## src/sv/bfm_pkg.sv

```systemverilog
`default_nettype none

package bfm_pkg;

	// event buffer slots, one per place in the fixed check order
	localparam int NSLOT = 9;

	// operations
	localparam logic [1:0] OP_TICK   = 2'd0;
	localparam logic [1:0] OP_INJECT = 2'd1;
	localparam logic [1:0] OP_CLEAR  = 2'd2;

	// register indexes
	localparam logic [2:0] REG_TEMP_CRITICAL  = 3'd0;
	localparam logic [2:0] REG_TEMP_WARNING   = 3'd1;
	localparam logic [2:0] REG_TEMP_LOW       = 3'd2;
	localparam logic [2:0] REG_TEMP_VALID_MIN = 3'd3;
	localparam logic [2:0] REG_TEMP_VALID_MAX = 3'd4;
	localparam logic [2:0] REG_VOLT_VALID_MIN = 3'd5;
	localparam logic [2:0] REG_VOLT_VALID_MAX = 3'd6;
	localparam logic [2:0] REG_SOC_LOW        = 3'd7;

	// register reset values
	localparam logic signed [11:0] TEMP_CRITICAL_RST  = 12'sd750;
	localparam logic signed [11:0] TEMP_WARNING_RST   = 12'sd600;
	localparam logic signed [11:0] TEMP_LOW_RST       = 12'sd50;
	localparam logic signed [11:0] TEMP_VALID_MIN_RST = -12'sd400;
	localparam logic signed [11:0] TEMP_VALID_MAX_RST = 12'sd1000;
	localparam logic [13:0]        VOLT_VALID_MIN_RST = 14'd2000;
	localparam logic [13:0]        VOLT_VALID_MAX_RST = 14'd5000;
	localparam logic [9:0]         SOC_LOW_RST        = 10'd150;

	// fixed charge limits in per mille
	localparam logic signed [11:0] SOC_CRIT_PM = 12'sd50;
	localparam logic signed [11:0] SOC_MAX_PM  = 12'sd1000;

	// trouble codes
	localparam logic [3:0] DTC_OVERTEMP_WARN = 4'd1;
	localparam logic [3:0] DTC_OVERTEMP_CRIT = 4'd2;
	localparam logic [3:0] DTC_UNDERTEMP     = 4'd3;
	localparam logic [3:0] DTC_SENSOR_RANGE  = 4'd4;
	localparam logic [3:0] DTC_INJECTED      = 4'd5;
	localparam logic [3:0] DTC_SOC_LOW       = 4'd6;
	localparam logic [3:0] DTC_SOC_CRIT      = 4'd7;
	localparam logic [3:0] DTC_SHUTDOWN      = 4'd8;

	// event kinds and severities
	localparam logic KIND_RAISED   = 1'b0;
	localparam logic KIND_RESOLVED = 1'b1;
	localparam logic [1:0] SEV_INFO = 2'd0;
	localparam logic [1:0] SEV_WARN = 2'd1;
	localparam logic [1:0] SEV_CRIT = 2'd2;

	typedef struct packed {
		logic [1:0]         op;
		logic [31:0]        stamp_ms;
		logic signed [11:0] temperature_dc;
		logic [13:0]        voltage_dv;
		logic signed [11:0] soc_permille;
		logic               shutdown;
		logic [15:0]        inject_ticks;
	} in_t;

	typedef struct packed {
		logic [3:0]  dtc;
		logic        event_kind;
		logic [1:0]  severity;
		logic [31:0] event_time;
		logic        last;
	} out_t;

	typedef struct packed {
		logic [3:0]  code;
		logic        kind;
		logic [1:0]  sev;
		logic [31:0] t;
	} ev_t;

	typedef ev_t [NSLOT-1:0] ev_vec_t;

	typedef struct packed {
		logic signed [11:0] temp_critical;
		logic signed [11:0] temp_warning;
		logic signed [11:0] temp_low;
		logic signed [11:0] temp_valid_min;
		logic signed [11:0] temp_valid_max;
		logic [13:0]        volt_valid_min;
		logic [13:0]        volt_valid_max;
		logic [9:0]         soc_low;
	} cfg_t;

	typedef struct packed {
		logic [NSLOT-1:0] pend;
		logic             free;
	} emit_st_t;

endpackage

`default_nettype wire

```

## src/sv/bfm_eval.sv

```systemverilog
`default_nettype none

module bfm_eval (
	input  wire logic                         clk,
	input  wire logic                         arst_n,
	input  wire logic                         en,
	input  wire bfm_pkg::in_t                 item,
	input  wire bfm_pkg::cfg_t                cfg,
	output logic [bfm_pkg::NSLOT-1:0]         ev_valid,
	output bfm_pkg::ev_vec_t                  ev
);

	logic [7:0]  active_q;
	logic [15:0] inject_q;
	logic [31:0] raise_time_q [8];

	logic        is_tick;
	logic        inj_nz;
	logic [15:0] inj_dec;
	logic        inj_still;
	logic        r_shut, r_crit, r_warn, r_under, r_range;
	logic        soc_crit, soc_low;
	logic [7:0]  mask_tick;
	logic [7:0]  raise_wr;
	logic [31:0] t;

	function automatic bfm_pkg::ev_t mk(input logic [3:0] code, input logic kind,
			input logic [1:0] sev, input logic [31:0] tm);
		bfm_pkg::ev_t e;
		e.code = code;
		e.kind = kind;
		e.sev  = sev;
		e.t    = tm;
		return e;
	endfunction

	always_comb begin
		t         = item.stamp_ms;
		is_tick   = (item.op == bfm_pkg::OP_TICK);
		inj_nz    = (inject_q != 16'd0);
		inj_dec   = inject_q - 16'd1;
		inj_still = inj_nz && (inj_dec != 16'd0);

		r_shut  = item.shutdown;
		r_crit  = item.temperature_dc > cfg.temp_critical;
		r_warn  = (item.temperature_dc > cfg.temp_warning) && !r_crit;
		r_under = item.temperature_dc < cfg.temp_low;
		r_range = (item.temperature_dc < cfg.temp_valid_min) ||
			(item.temperature_dc > cfg.temp_valid_max) ||
			(item.voltage_dv < cfg.volt_valid_min) ||
			(item.voltage_dv > cfg.volt_valid_max) ||
			item.soc_permille[11] || (item.soc_permille > bfm_pkg::SOC_MAX_PM) ||
			inj_still;
		soc_crit = item.soc_permille < bfm_pkg::SOC_CRIT_PM;
		soc_low  = item.soc_permille < $signed({2'b00, cfg.soc_low});

		// injected code: raise, then resolve when the count runs out
		ev[0] = mk(bfm_pkg::DTC_INJECTED, bfm_pkg::KIND_RAISED, bfm_pkg::SEV_CRIT, t);
		ev_valid[0] = inj_nz && !active_q[4];
		ev[1] = mk(bfm_pkg::DTC_INJECTED, bfm_pkg::KIND_RESOLVED, bfm_pkg::SEV_INFO,
			active_q[4] ? raise_time_q[4] : t);
		ev_valid[1] = inj_nz && !inj_still;

		ev[2] = r_shut ? mk(bfm_pkg::DTC_SHUTDOWN, bfm_pkg::KIND_RAISED, bfm_pkg::SEV_CRIT, t)
			: mk(bfm_pkg::DTC_SHUTDOWN, bfm_pkg::KIND_RESOLVED, bfm_pkg::SEV_INFO,
			raise_time_q[7]);
		ev_valid[2] = r_shut ^ active_q[7];

		ev[3] = r_crit ? mk(bfm_pkg::DTC_OVERTEMP_CRIT, bfm_pkg::KIND_RAISED,
			bfm_pkg::SEV_CRIT, t)
			: mk(bfm_pkg::DTC_OVERTEMP_CRIT, bfm_pkg::KIND_RESOLVED, bfm_pkg::SEV_INFO,
			raise_time_q[1]);
		ev_valid[3] = r_crit ^ active_q[1];

		ev[4] = r_warn ? mk(bfm_pkg::DTC_OVERTEMP_WARN, bfm_pkg::KIND_RAISED,
			bfm_pkg::SEV_WARN, t)
			: mk(bfm_pkg::DTC_OVERTEMP_WARN, bfm_pkg::KIND_RESOLVED, bfm_pkg::SEV_INFO,
			raise_time_q[0]);
		ev_valid[4] = r_warn ^ active_q[0];

		ev[5] = r_under ? mk(bfm_pkg::DTC_UNDERTEMP, bfm_pkg::KIND_RAISED,
			bfm_pkg::SEV_WARN, t)
			: mk(bfm_pkg::DTC_UNDERTEMP, bfm_pkg::KIND_RESOLVED, bfm_pkg::SEV_INFO,
			raise_time_q[2]);
		ev_valid[5] = r_under ^ active_q[2];

		ev[6] = r_range ? mk(bfm_pkg::DTC_SENSOR_RANGE, bfm_pkg::KIND_RAISED,
			bfm_pkg::SEV_CRIT, t)
			: mk(bfm_pkg::DTC_SENSOR_RANGE, bfm_pkg::KIND_RESOLVED, bfm_pkg::SEV_INFO,
			raise_time_q[3]);
		ev_valid[6] = r_range ^ active_q[3];

		// charge: critical and low never clear each other on a raise
		if (soc_crit) begin
			ev[7] = mk(bfm_pkg::DTC_SOC_CRIT, bfm_pkg::KIND_RAISED, bfm_pkg::SEV_CRIT, t);
			ev_valid[7] = !active_q[6];
		end else if (soc_low) begin
			ev[7] = mk(bfm_pkg::DTC_SOC_LOW, bfm_pkg::KIND_RAISED, bfm_pkg::SEV_WARN, t);
			ev_valid[7] = !active_q[5];
		end else begin
			ev[7] = mk(bfm_pkg::DTC_SOC_LOW, bfm_pkg::KIND_RESOLVED, bfm_pkg::SEV_INFO,
				raise_time_q[5]);
			ev_valid[7] = active_q[5];
		end
		ev[8] = mk(bfm_pkg::DTC_SOC_CRIT, bfm_pkg::KIND_RESOLVED, bfm_pkg::SEV_INFO,
			raise_time_q[6]);
		ev_valid[8] = !soc_crit && !soc_low && active_q[6];

		if (!is_tick) begin
			ev_valid = '0;
		end

		mask_tick[0] = r_warn;
		mask_tick[1] = r_crit;
		mask_tick[2] = r_under;
		mask_tick[3] = r_range;
		mask_tick[4] = inj_nz ? inj_still : active_q[4];
		mask_tick[5] = soc_crit ? active_q[5] : soc_low;
		mask_tick[6] = soc_crit ? 1'b1 : (soc_low ? active_q[6] : 1'b0);
		mask_tick[7] = r_shut;

		raise_wr = is_tick ? (mask_tick & ~active_q) : 8'd0;
		if (is_tick && inj_nz && !active_q[4]) begin
			raise_wr[4] = 1'b1;
		end
	end

	always_ff @(posedge clk or negedge arst_n) begin
		if (!arst_n) begin
			active_q <= '0;
			inject_q <= '0;
		end else if (en) begin
			case (item.op)
				bfm_pkg::OP_TICK: begin
					active_q <= mask_tick;
					if (inj_nz) begin
						inject_q <= inj_dec;
					end
				end
				bfm_pkg::OP_INJECT: begin
					inject_q <= item.inject_ticks;
				end
				bfm_pkg::OP_CLEAR: begin
					active_q <= '0;
				end
				default: begin
				end
			endcase
		end
	end

	always_ff @(posedge clk) begin
		for (int i = 0; i < 8; i++) begin
			if (en && raise_wr[i]) begin
				raise_time_q[i] <= t;
			end
		end
	end

endmodule

`default_nettype wire

```

## src/sv/bfm_emit.sv

```systemverilog
`default_nettype none

module bfm_emit (
	input  wire logic                         clk,
	input  wire logic                         arst_n,
	input  wire logic                         push,
	input  wire logic [bfm_pkg::NSLOT-1:0]    push_valid,
	input  wire bfm_pkg::ev_vec_t             push_ev,
	output bfm_pkg::emit_st_t                 st,
	output logic                              out_valid,
	input  wire logic                         out_ready,
	output bfm_pkg::out_t                     out_data
);

	logic [bfm_pkg::NSLOT-1:0] pend_q;
	bfm_pkg::ev_vec_t          slot_q;
	logic                      out_valid_q;
	bfm_pkg::out_t             out_q;

	logic [bfm_pkg::NSLOT-1:0] pop_sel;
	logic [bfm_pkg::NSLOT-1:0] pend_after;
	logic                      load;
	bfm_pkg::ev_t              pick;

	always_comb begin
		// lowest pending slot goes first
		pop_sel    = pend_q & (~pend_q + {{(bfm_pkg::NSLOT-1){1'b0}}, 1'b1});
		load       = (pend_q != '0) && (!out_valid_q || out_ready);
		pend_after = load ? (pend_q & ~pop_sel) : pend_q;
		pick       = '0;
		for (int i = 0; i < bfm_pkg::NSLOT; i++) begin
			if (pop_sel[i]) begin
				pick = pick | slot_q[i];
			end
		end
		st.pend = pend_q;
		st.free = (pend_after == '0);
	end

	always_ff @(posedge clk or negedge arst_n) begin
		if (!arst_n) begin
			pend_q      <= '0;
			out_valid_q <= 1'b0;
		end else begin
			pend_q <= push ? push_valid : pend_after;
			if (load) begin
				out_valid_q <= 1'b1;
			end else if (out_ready) begin
				out_valid_q <= 1'b0;
			end
		end
	end

	always_ff @(posedge clk) begin
		if (push) begin
			slot_q <= push_ev;
		end
		if (load) begin
			out_q.dtc        <= pick.code;
			out_q.event_kind <= pick.kind;
			out_q.severity   <= pick.sev;
			out_q.event_time <= pick.t;
			out_q.last       <= ((pend_q & ~pop_sel) == '0);
		end
	end

	assign out_valid = out_valid_q;
	assign out_data  = out_q;

endmodule

`default_nettype wire

```

## src/sv/battery_fault_monitor.sv

```systemverilog
// battery fault monitor: threshold checks on battery samples with trouble-code events
//
// input channel (in_valid / in_ready / in_data): one beat per tick, fault-injection
// start or clear of active faults. output channel (out_valid / out_ready / out_data):
// one beat per raised or resolved trouble code, in fixed check order, with last set
// on the final beat of a tick. inject and clear beats, and ticks that change nothing,
// give no output beat.
// a tick in the input register is evaluated once the event buffer is free; its events
// pass through the buffer and the output register. one output beat per cycle while
// out_ready is high; a tick that raises or resolves k codes holds the event buffer
// until its k beats have left (at most nine), so ticks with at most one event can be
// taken every cycle. the buffer drain rate sets the pace. when the receiver stalls,
// the output register holds its beat, the event buffer fills, and in_ready falls once
// the input register holds a beat it cannot evaluate. reset clears the active-code
// mask, the injection counter, all valid flags and loads the threshold registers with
// their defaults; raise times need no reset. cfg_we writes register cfg_addr with
// cfg_wdata at once; the user must write only while the block is idle (not enforced).
`default_nettype none

module battery_fault_monitor (
	input  wire logic          clk,
	input  wire logic          arst_n,
	input  wire logic          in_valid,
	output logic               in_ready,
	input  wire bfm_pkg::in_t  in_data,
	output logic               out_valid,
	input  wire logic          out_ready,
	output bfm_pkg::out_t      out_data,
	input  wire logic          cfg_we,
	input  wire logic [2:0]    cfg_addr,
	input  wire logic [13:0]   cfg_wdata
);

	// input register
	logic         valid_s1;
	bfm_pkg::in_t item_s1;

	// threshold registers
	bfm_pkg::cfg_t cfg_q;

	logic                      eval_en;
	logic [bfm_pkg::NSLOT-1:0] ev_valid;
	bfm_pkg::ev_vec_t          ev;
	bfm_pkg::emit_st_t         st;

	// evaluate once the event buffer empties, possibly in the cycle it drains
	assign eval_en  = valid_s1 && st.free;
	assign in_ready = !valid_s1 || st.free;

	always_ff @(posedge clk or negedge arst_n) begin
		if (!arst_n) begin
			valid_s1 <= 1'b0;
		end else if (in_valid && in_ready) begin
			valid_s1 <= 1'b1;
		end else if (eval_en) begin
			valid_s1 <= 1'b0;
		end
	end

	always_ff @(posedge clk) begin
		if (in_valid && in_ready) begin
			item_s1 <= in_data;
		end
	end

	// configuration writes, no read-back
	always_ff @(posedge clk or negedge arst_n) begin
		if (!arst_n) begin
			cfg_q.temp_critical  <= bfm_pkg::TEMP_CRITICAL_RST;
			cfg_q.temp_warning   <= bfm_pkg::TEMP_WARNING_RST;
			cfg_q.temp_low       <= bfm_pkg::TEMP_LOW_RST;
			cfg_q.temp_valid_min <= bfm_pkg::TEMP_VALID_MIN_RST;
			cfg_q.temp_valid_max <= bfm_pkg::TEMP_VALID_MAX_RST;
			cfg_q.volt_valid_min <= bfm_pkg::VOLT_VALID_MIN_RST;
			cfg_q.volt_valid_max <= bfm_pkg::VOLT_VALID_MAX_RST;
			cfg_q.soc_low        <= bfm_pkg::SOC_LOW_RST;
		end else if (cfg_we) begin
			case (cfg_addr)
				bfm_pkg::REG_TEMP_CRITICAL:  cfg_q.temp_critical  <= $signed(cfg_wdata[11:0]);
				bfm_pkg::REG_TEMP_WARNING:   cfg_q.temp_warning   <= $signed(cfg_wdata[11:0]);
				bfm_pkg::REG_TEMP_LOW:       cfg_q.temp_low       <= $signed(cfg_wdata[11:0]);
				bfm_pkg::REG_TEMP_VALID_MIN: cfg_q.temp_valid_min <= $signed(cfg_wdata[11:0]);
				bfm_pkg::REG_TEMP_VALID_MAX: cfg_q.temp_valid_max <= $signed(cfg_wdata[11:0]);
				bfm_pkg::REG_VOLT_VALID_MIN: cfg_q.volt_valid_min <= cfg_wdata;
				bfm_pkg::REG_VOLT_VALID_MAX: cfg_q.volt_valid_max <= cfg_wdata;
				bfm_pkg::REG_SOC_LOW:        cfg_q.soc_low        <= cfg_wdata[9:0];
				default: begin
				end
			endcase
		end
	end

	// checks and fault state: one pass per beat
	bfm_eval u_eval (
		.clk      (clk),
		.arst_n   (arst_n),
		.en       (eval_en),
		.item     (item_s1),
		.cfg      (cfg_q),
		.ev_valid (ev_valid),
		.ev       (ev)
	);

	// event buffer and output register
	bfm_emit u_emit (
		.clk        (clk),
		.arst_n     (arst_n),
		.push       (eval_en),
		.push_valid (ev_valid),
		.push_ev    (ev),
		.st         (st),
		.out_valid  (out_valid),
		.out_ready  (out_ready),
		.out_data   (out_data)
	);

	// whenever events are pending, out_valid is high on the next cycle
	a_pend_drains: assert property (@(posedge clk) disable iff (!arst_n)
		(st.pend != '0) |=> out_valid)
		else $error("pending event did not reach output");

	// a new tick is only taken into the buffer once it is empty or draining its last
	a_push_free: assert property (@(posedge clk) disable iff (!arst_n)
		eval_en |-> ((st.pend == '0) || $onehot(st.pend)))
		else $error("event buffer overwritten");

	// resolve beats carry info severity, raise beats never do
	a_sev: assert property (@(posedge clk) disable iff (!arst_n)
		out_valid |-> ((out_data.event_kind == bfm_pkg::KIND_RESOLVED) ==
		(out_data.severity == bfm_pkg::SEV_INFO)))
		else $error("severity does not match event kind");

	// only codes one to eight leave the block
	a_code: assert property (@(posedge clk) disable iff (!arst_n)
		out_valid |-> (out_data.dtc != 4'd0 && out_data.dtc[3:0] <= 4'd8))
		else $error("trouble code out of range");

endmodule

`default_nettype wire

```

## config.mk

```make
export PLATFORM = sky130hd
export DESIGN_NAME = battery_fault_monitor
export DESIGN_NICKNAME = d
export VERILOG_FILES = /design/src/sv/bfm_pkg.sv /design/src/sv/bfm_eval.sv /design/src/sv/bfm_emit.sv /design/src/sv/battery_fault_monitor.sv
export SDC_FILE = /design/constraint.sdc
export NUM_CORES = 1
export LEC_CHECK = 0
export BUFFER_PORTS_ARGS = -buffer_cell sky130_fd_sc_hd__buf_2
export CAP_MARGIN = 30
export CELL_PAD_IN_SITES_DETAIL_PLACEMENT = 1
export CELL_PAD_IN_SITES_GLOBAL_PLACEMENT = 2
export CORE_MARGIN = 1
export CORE_UTILIZATION = 46
export DETAILED_ROUTE_END_ITERATION = 16
export MAX_ROUTING_LAYER = met4
export PLACE_DENSITY = 0.77
export SLEW_MARGIN = 20
export SYNTH_ARGS = -nofsm -noshare
export SYNTH_HDL_FRONTEND = slang
export SYNTH_SLANG_ARGS = --single-unit
export TNS_END_PERCENT = 50
```

## constraint.sdc

```tcl
create_clock -name clk -period 11.5 [get_ports clk]
set_input_delay 1.15 -clock clk [delete_from_list [all_inputs] [get_ports clk]]
set_output_delay 1.15 -clock clk [all_outputs]
set_load 0.02 [all_outputs]
```

# == After elaboration in Yosys (flattened, before gate mapping) ==
# Memories as Yosys holds them, arrays and structs flattened. A register that Yosys moved wholly into a read port is not among the register bits.
# Cells that the tools add are included.
# totals
ramBits,256
elab_cells,209
rom_bits,0
ff_bits,560
output_inout_bits,42
latch_bits,0
memories,1
input_bits,111
# classes
n_mul,0
shifts,0
eq_ne,10
n_addsub,2
bitwise,19
mux,57
n_reduce_logical,59
order_cmp,10
n_div,0
# mem_list
memory,words,word_bits,rd,rd_ports_with_merged_regs,wr,line_no,rtl
u_eval.raise_time_q,8,32,8,1,6,bfm_eval.sv:15,logic [31:0] raise_time_q [8];
# ops
operator,count
39-bit two-way mux,8
39-bit bitwise OR,6
35-bit two-way mux,6
32-bit two-way mux,4
39-bit by 38-bit bitwise OR with 39-bit output,2
32-bit OR reduction,2
38-bit two-way mux,1
12-bit > comparator,3
16-bit one-hot mux with 2 select lines,1
16-bit nonzero test,2
1-bit two-way mux,29
9-bit two-way mux,3
12-bit less-than comparator,2
1-bit logical AND,19
9-bit AND,2
9-bit logical NOT,2
9-bit NOT,2
2-bit AND reduction,9
16-bit two-way mux,1
8-bit one-hot mux with 2 select lines,1
16-bit by 1-bit subtractor with 16-bit output (second input constant),1
14-bit > comparator,1
14-bit less-than comparator,1
3-bit equality test (second input constant),4
21 further kinds,45

# == Longest topological paths before layout ==
# depth
word_depth,20
depth_mapped,12
mapped_depth_nobuf,11

# == By module ==
# A second synthesis with hierarchy kept.
# hier_totals
hier_cells,2676
area_unflattened_um2,37920.1
# modules_own_cells
module,cells_per_inst,area_per_inst_um2,instances
bfm_eval,1445,16300.6,1
bfm_emit,926,15160.8,1
battery_fault_monitor,305,6458.7,1

# == Worst setup path before layout ==
# No wires, ideal clock.
# synth_timing
path_kind,input to register
from,input port out_ready
to,memory u_eval.raise_time_q[4][0] (enable)
slack_ps,2432
arrival_time_ps,8604
cell_stages,7
required_ps,11036
cell_sequence,nor2b_1 > o41ai_1 > o211ai_1 > nor4b_2 > buf_2 > nand2_2 > nor3_1
# synth_lines
element,line_no,rtl
start: declaration,battery_fault_monitor.sv:27,"input wire logic out_ready,"
end: declaration,bfm_eval.sv:15,

==> metrics.txt <==
run status=completed; Floorplan Core Area=approximately 72000 sq um; Most Frequent Cell on Critical Path=sky130_fd_sc_hd__o21a_1; worst-case clock skew=0.0201 ns; Final Cycle Share=between 40% and 50%; endpoint required time on the critical path=11.76 ns; routed wire length per instance=24.8 um; unrepaired setup endpoints after global routing=no; I/O pin total=153; share of final-layout standard cells stronger than drive strength 1=29.0%; weighted congestion at the end of routability-driven global placement=about 0.85; Data arrival, critical path=around 5 ns; cell breakdown of the critical path=ha_1 > nor2b_1 > o21a_1 > o21a_1 > o21a_1 > o41ai_4 > buf_4 > inv_1 > a311oi_4 > buf_4 > ha_1 > and3_2; number of cells upsized or downsized after cts=0; first drt pass iteration count=5; largest voltage drop on the vdd net=0.288 mV; total leakage power=14.2 nW; post-synthesis area per instance=16.0 sq um; Final setup violation count=0; total of max-cap violations=0; final sum of negative setup slack=0 ns; DPL Wire Length=between 50000 and 60000 um; vias after detailed routing=18947; Slew @ Worst Pin=0.986 ns; instance count of the mapped netlist=2096; worst stage delay on the critical path=0.77 ns; vertical extent of the die=272 um; register area share after synthesis=71.5%; cell types occupying the most area after synthesis=sky130_fd_sc_hd__edfxtp_1 (61%), sky130_fd_sc_hd__mux2_2 (8.4%), sky130_fd_sc_hd__dfrtp_1 (6.9%), sky130_fd_sc_hd__ha_1 (3.8%), sky130_fd_sc_hd__dfstp_2 (3.2%); number of core rows=98; Critical Path Fanout Max=36; CTS root buf=sky130_fd_sc_hd__clkbuf_16; classification of the worst-slack hold path=reg -> reg; starting density of the core=46.7%; total power per unit cell area=slightly above 300 nW/um^2; final hold viol count=0; ys async rst share=16.2%; maximum clock frequency=0.211 GHz; growth of design area from synthesis to finish=15.2%; Crit Path Class=reg -> reg; final max-slew violation count=0; pin count of the biggest net entering global routing=86; H-tree Lvls=3; total grt overflow=0; number of library cell types mapped by synthesis=between 70 and 80; via count of the first global-routing pass=20376; number of DRC violations after detailed routing=0; wire length of the first global-routing pass=125000 um; worst skew pair latency=0.65 ns; Top Metal Used=met4; setup repair bufs after CTS=0; count of antenna-violating nets left after detailed routing=0; post-synthesis register bit count=819; number of synthesized flops with an enable pin=686; net count reported at finish=between 2000 and 3000; Most used DFF post-synth=sky130_fd_sc_hd__edfxtp_1; Initial DRC Count=1544; total detailed-routing wirelength=a little over 80000 um; net count after synthesis=2308; Worst path slowest cell=sky130_fd_sc_hd__and3_2; Routed met2 length=42000 um; warning count from the yosys run=0; final critical-path required period=between 4 and 5 ns; count of buffers from port buffering=between 150 and 200; top cell type's share of synthesized area=61.4%; GR Util All Layers=a little under a quarter; total clock sinks=slightly above 800; startpoint kind of the worst setup timing path=flip-flop; die extent in x=272 um; clock tree from TritonCTS=built; cell accounting for the most synthesized area=sky130_fd_sc_hd__edfxtp_1; antenna violations before repair=4; routed length on met1=33600 um; top library cells by usage in the layout, fill and taps aside=sky130_fd_sc_hd__edfxtp_1 (686), sky130_fd_sc_hd__mux2_2 (249), sky130_fd_sc_hd__buf_2 (151), sky130_fd_sc_hd__inv_1 (121); Avg Vias per Cell=5.72; commonest non-fill, non-tap cell in the layout=sky130_fd_sc_hd__edfxtp_1; Max Root-Sink Buffers=3; Critical Path Sink Type=flip-flop; area of the die=74000 sq um; Post-CTS Hold Buffers=0; headroom to the max-slew limit=34.2%; Worst-path clk slew=0.06 ns; synthesized area=33500 sq um; final hold slack=0.414 ns; detailed route wirelength on metal3=4140 um; number of buffers created by CTS=87
## metrics by stage
stage / total power, W / area (sq um) / util, % / setup slack (ns) / instances
2_1_floorplan: 0.00760 / 33500 / - / 2.43 / 2096
3_3_place_gp: 0.00860 / 35400 / 49.3 / 6.02 / 3134
3_5_place_dp: 0.00884 / 35600 / 49.6 / 6.47 / 3144
4_1_cts: 0.0117 / 38500 / 53.6 / 6.72 / 3304
5_1_grt: 0.0123 / 38600 / 53.8 / 6.54 / 3313
6_report: 0.0117 / 38600 / 53.8 / 6.76 / 3313
## worst max-delay path, delay by kind of cell (launching register included)
kind | cells | cell delay, ns
buffers and inverters | 3 | 1.25
AND/OR/NAND/NOR | 2 | 0.91
adder cells (fa/ha/maj) | 2 | 0.58
flip-flops | 1 | 0.49
AO/OA/AOI/OAI | 5 | 1.04
## Yosys cell counts, types with 6 or more instances
master and number:
sky130_fd_sc_hd__nand2b_1 6, sky130_fd_sc_hd__mux2_2 249, sky130_fd_sc_hd__o21a_1 7, sky130_fd_sc_hd__mux2_4 29, sky130_fd_sc_hd__and2_1 7, sky130_fd_sc_hd__nor4b_1 6, sky130_fd_sc_hd__nor2b_1 9, sky130_fd_sc_hd__nor2_1 79
sky130_fd_sc_hd__a21o_1 13, sky130_fd_sc_hd__dfstp_2 41, sky130_fd_sc_hd__nand4_1 17, sky130_fd_sc_hd__a221oi_1 34, sky130_fd_sc_hd__edfxtp_1 686, sky130_fd_sc_hd__clkbuf_1 77, sky130_fd_sc_hd__o31ai_1 6, sky130_fd_sc_hd__ha_1 101
sky130_fd_sc_hd__o21ai_0 101, sky130_fd_sc_hd__a222oi_1 33, sky130_fd_sc_hd__a21oi_1 50, sky130_fd_sc_hd__and3_1 9, sky130_fd_sc_hd__a22oi_1 66, sky130_fd_sc_hd__nand2_1 83, sky130_fd_sc_hd__dfrtp_1 92, sky130_fd_sc_hd__nor3_1 18
sky130_fd_sc_hd__inv_1 122, sky130_fd_sc_hd__nand3_1 37
## cell families (layout without fill, tap and decap cells)
logic type	Yosys count	in the layout	synth area share, %
and+or+nand+nor	311	311	4.63
muxes	280	280	9.72
xor gates and xnor gates	4	4	0.105
AOI/OAI and AO/OA	367	367	7.73
DFF	819	819	71.5
buffers and inverters	213	476	2.49
other	0	4	0
adders and majority gates	102	102	3.80
## metal layers
layer	up-vias	GRT usage, %
met5	-	-
met4	0	7.58
met3	131	4.07
li1	8512	-
met1	9839	28.2
met2	465	39.2
## final cells by class
class | instances | area, sq um
clock buffer | 98 | 2230
tap | 950 | 1190
inverter | 122 | 458
multi-input combinational | 1064 | 8840
timing repair buffer | 194 | 1270
fill | 6806 | 33200
clock inverter | 62 | 656
antenna | 4 | 10.0
sequential | 819 | 24000
## sequential cells by signal, summed over array words and instances, names as in the netlist
register and cells:
cfg_q 98, item_s1 89, u_emit.out_data 40, u_emit.out_valid 1, u_emit.pend_q 9, u_emit.slot_q 301, u_eval.active_q 8, u_eval.inject_q 16
u_eval.raise_time_q 256, valid_s1 1
## worst paths after layout
kind	startpoint	endpoint	slack, ns	cells after the start
setup / recovery	item_s1[44]	u_eval.raise_time_q[0][10]	6.76	12
setup reg to reg	item_s1[44]	u_eval.raise_time_q[0][10]	6.76	12
hold / removal	u_eval.raise_time_q[6][17]	u_emit.slot_q[329]	0.41	0
min in group asynchronous	arst_n	cfg_q[57]	0.58	1
hold reg to reg	u_eval.raise_time_q[6][17]	u_emit.slot_q[329]	0.41	0
max in group asynchronous	arst_n	u_emit.pend_q[0]	9.60	2
## report_power, final
part / total [W] / internal [W] / switching (W)
sequential: 0.00550 / 0.00491 / 0.000587
combinational: 0.00334 / 0.00119 / 0.00215
clock: 0.00285 / 0.00167 / 0.00118
total: 0.0117 / 0.00777 / 0.00391
Power figures use the tool's default switching activity.
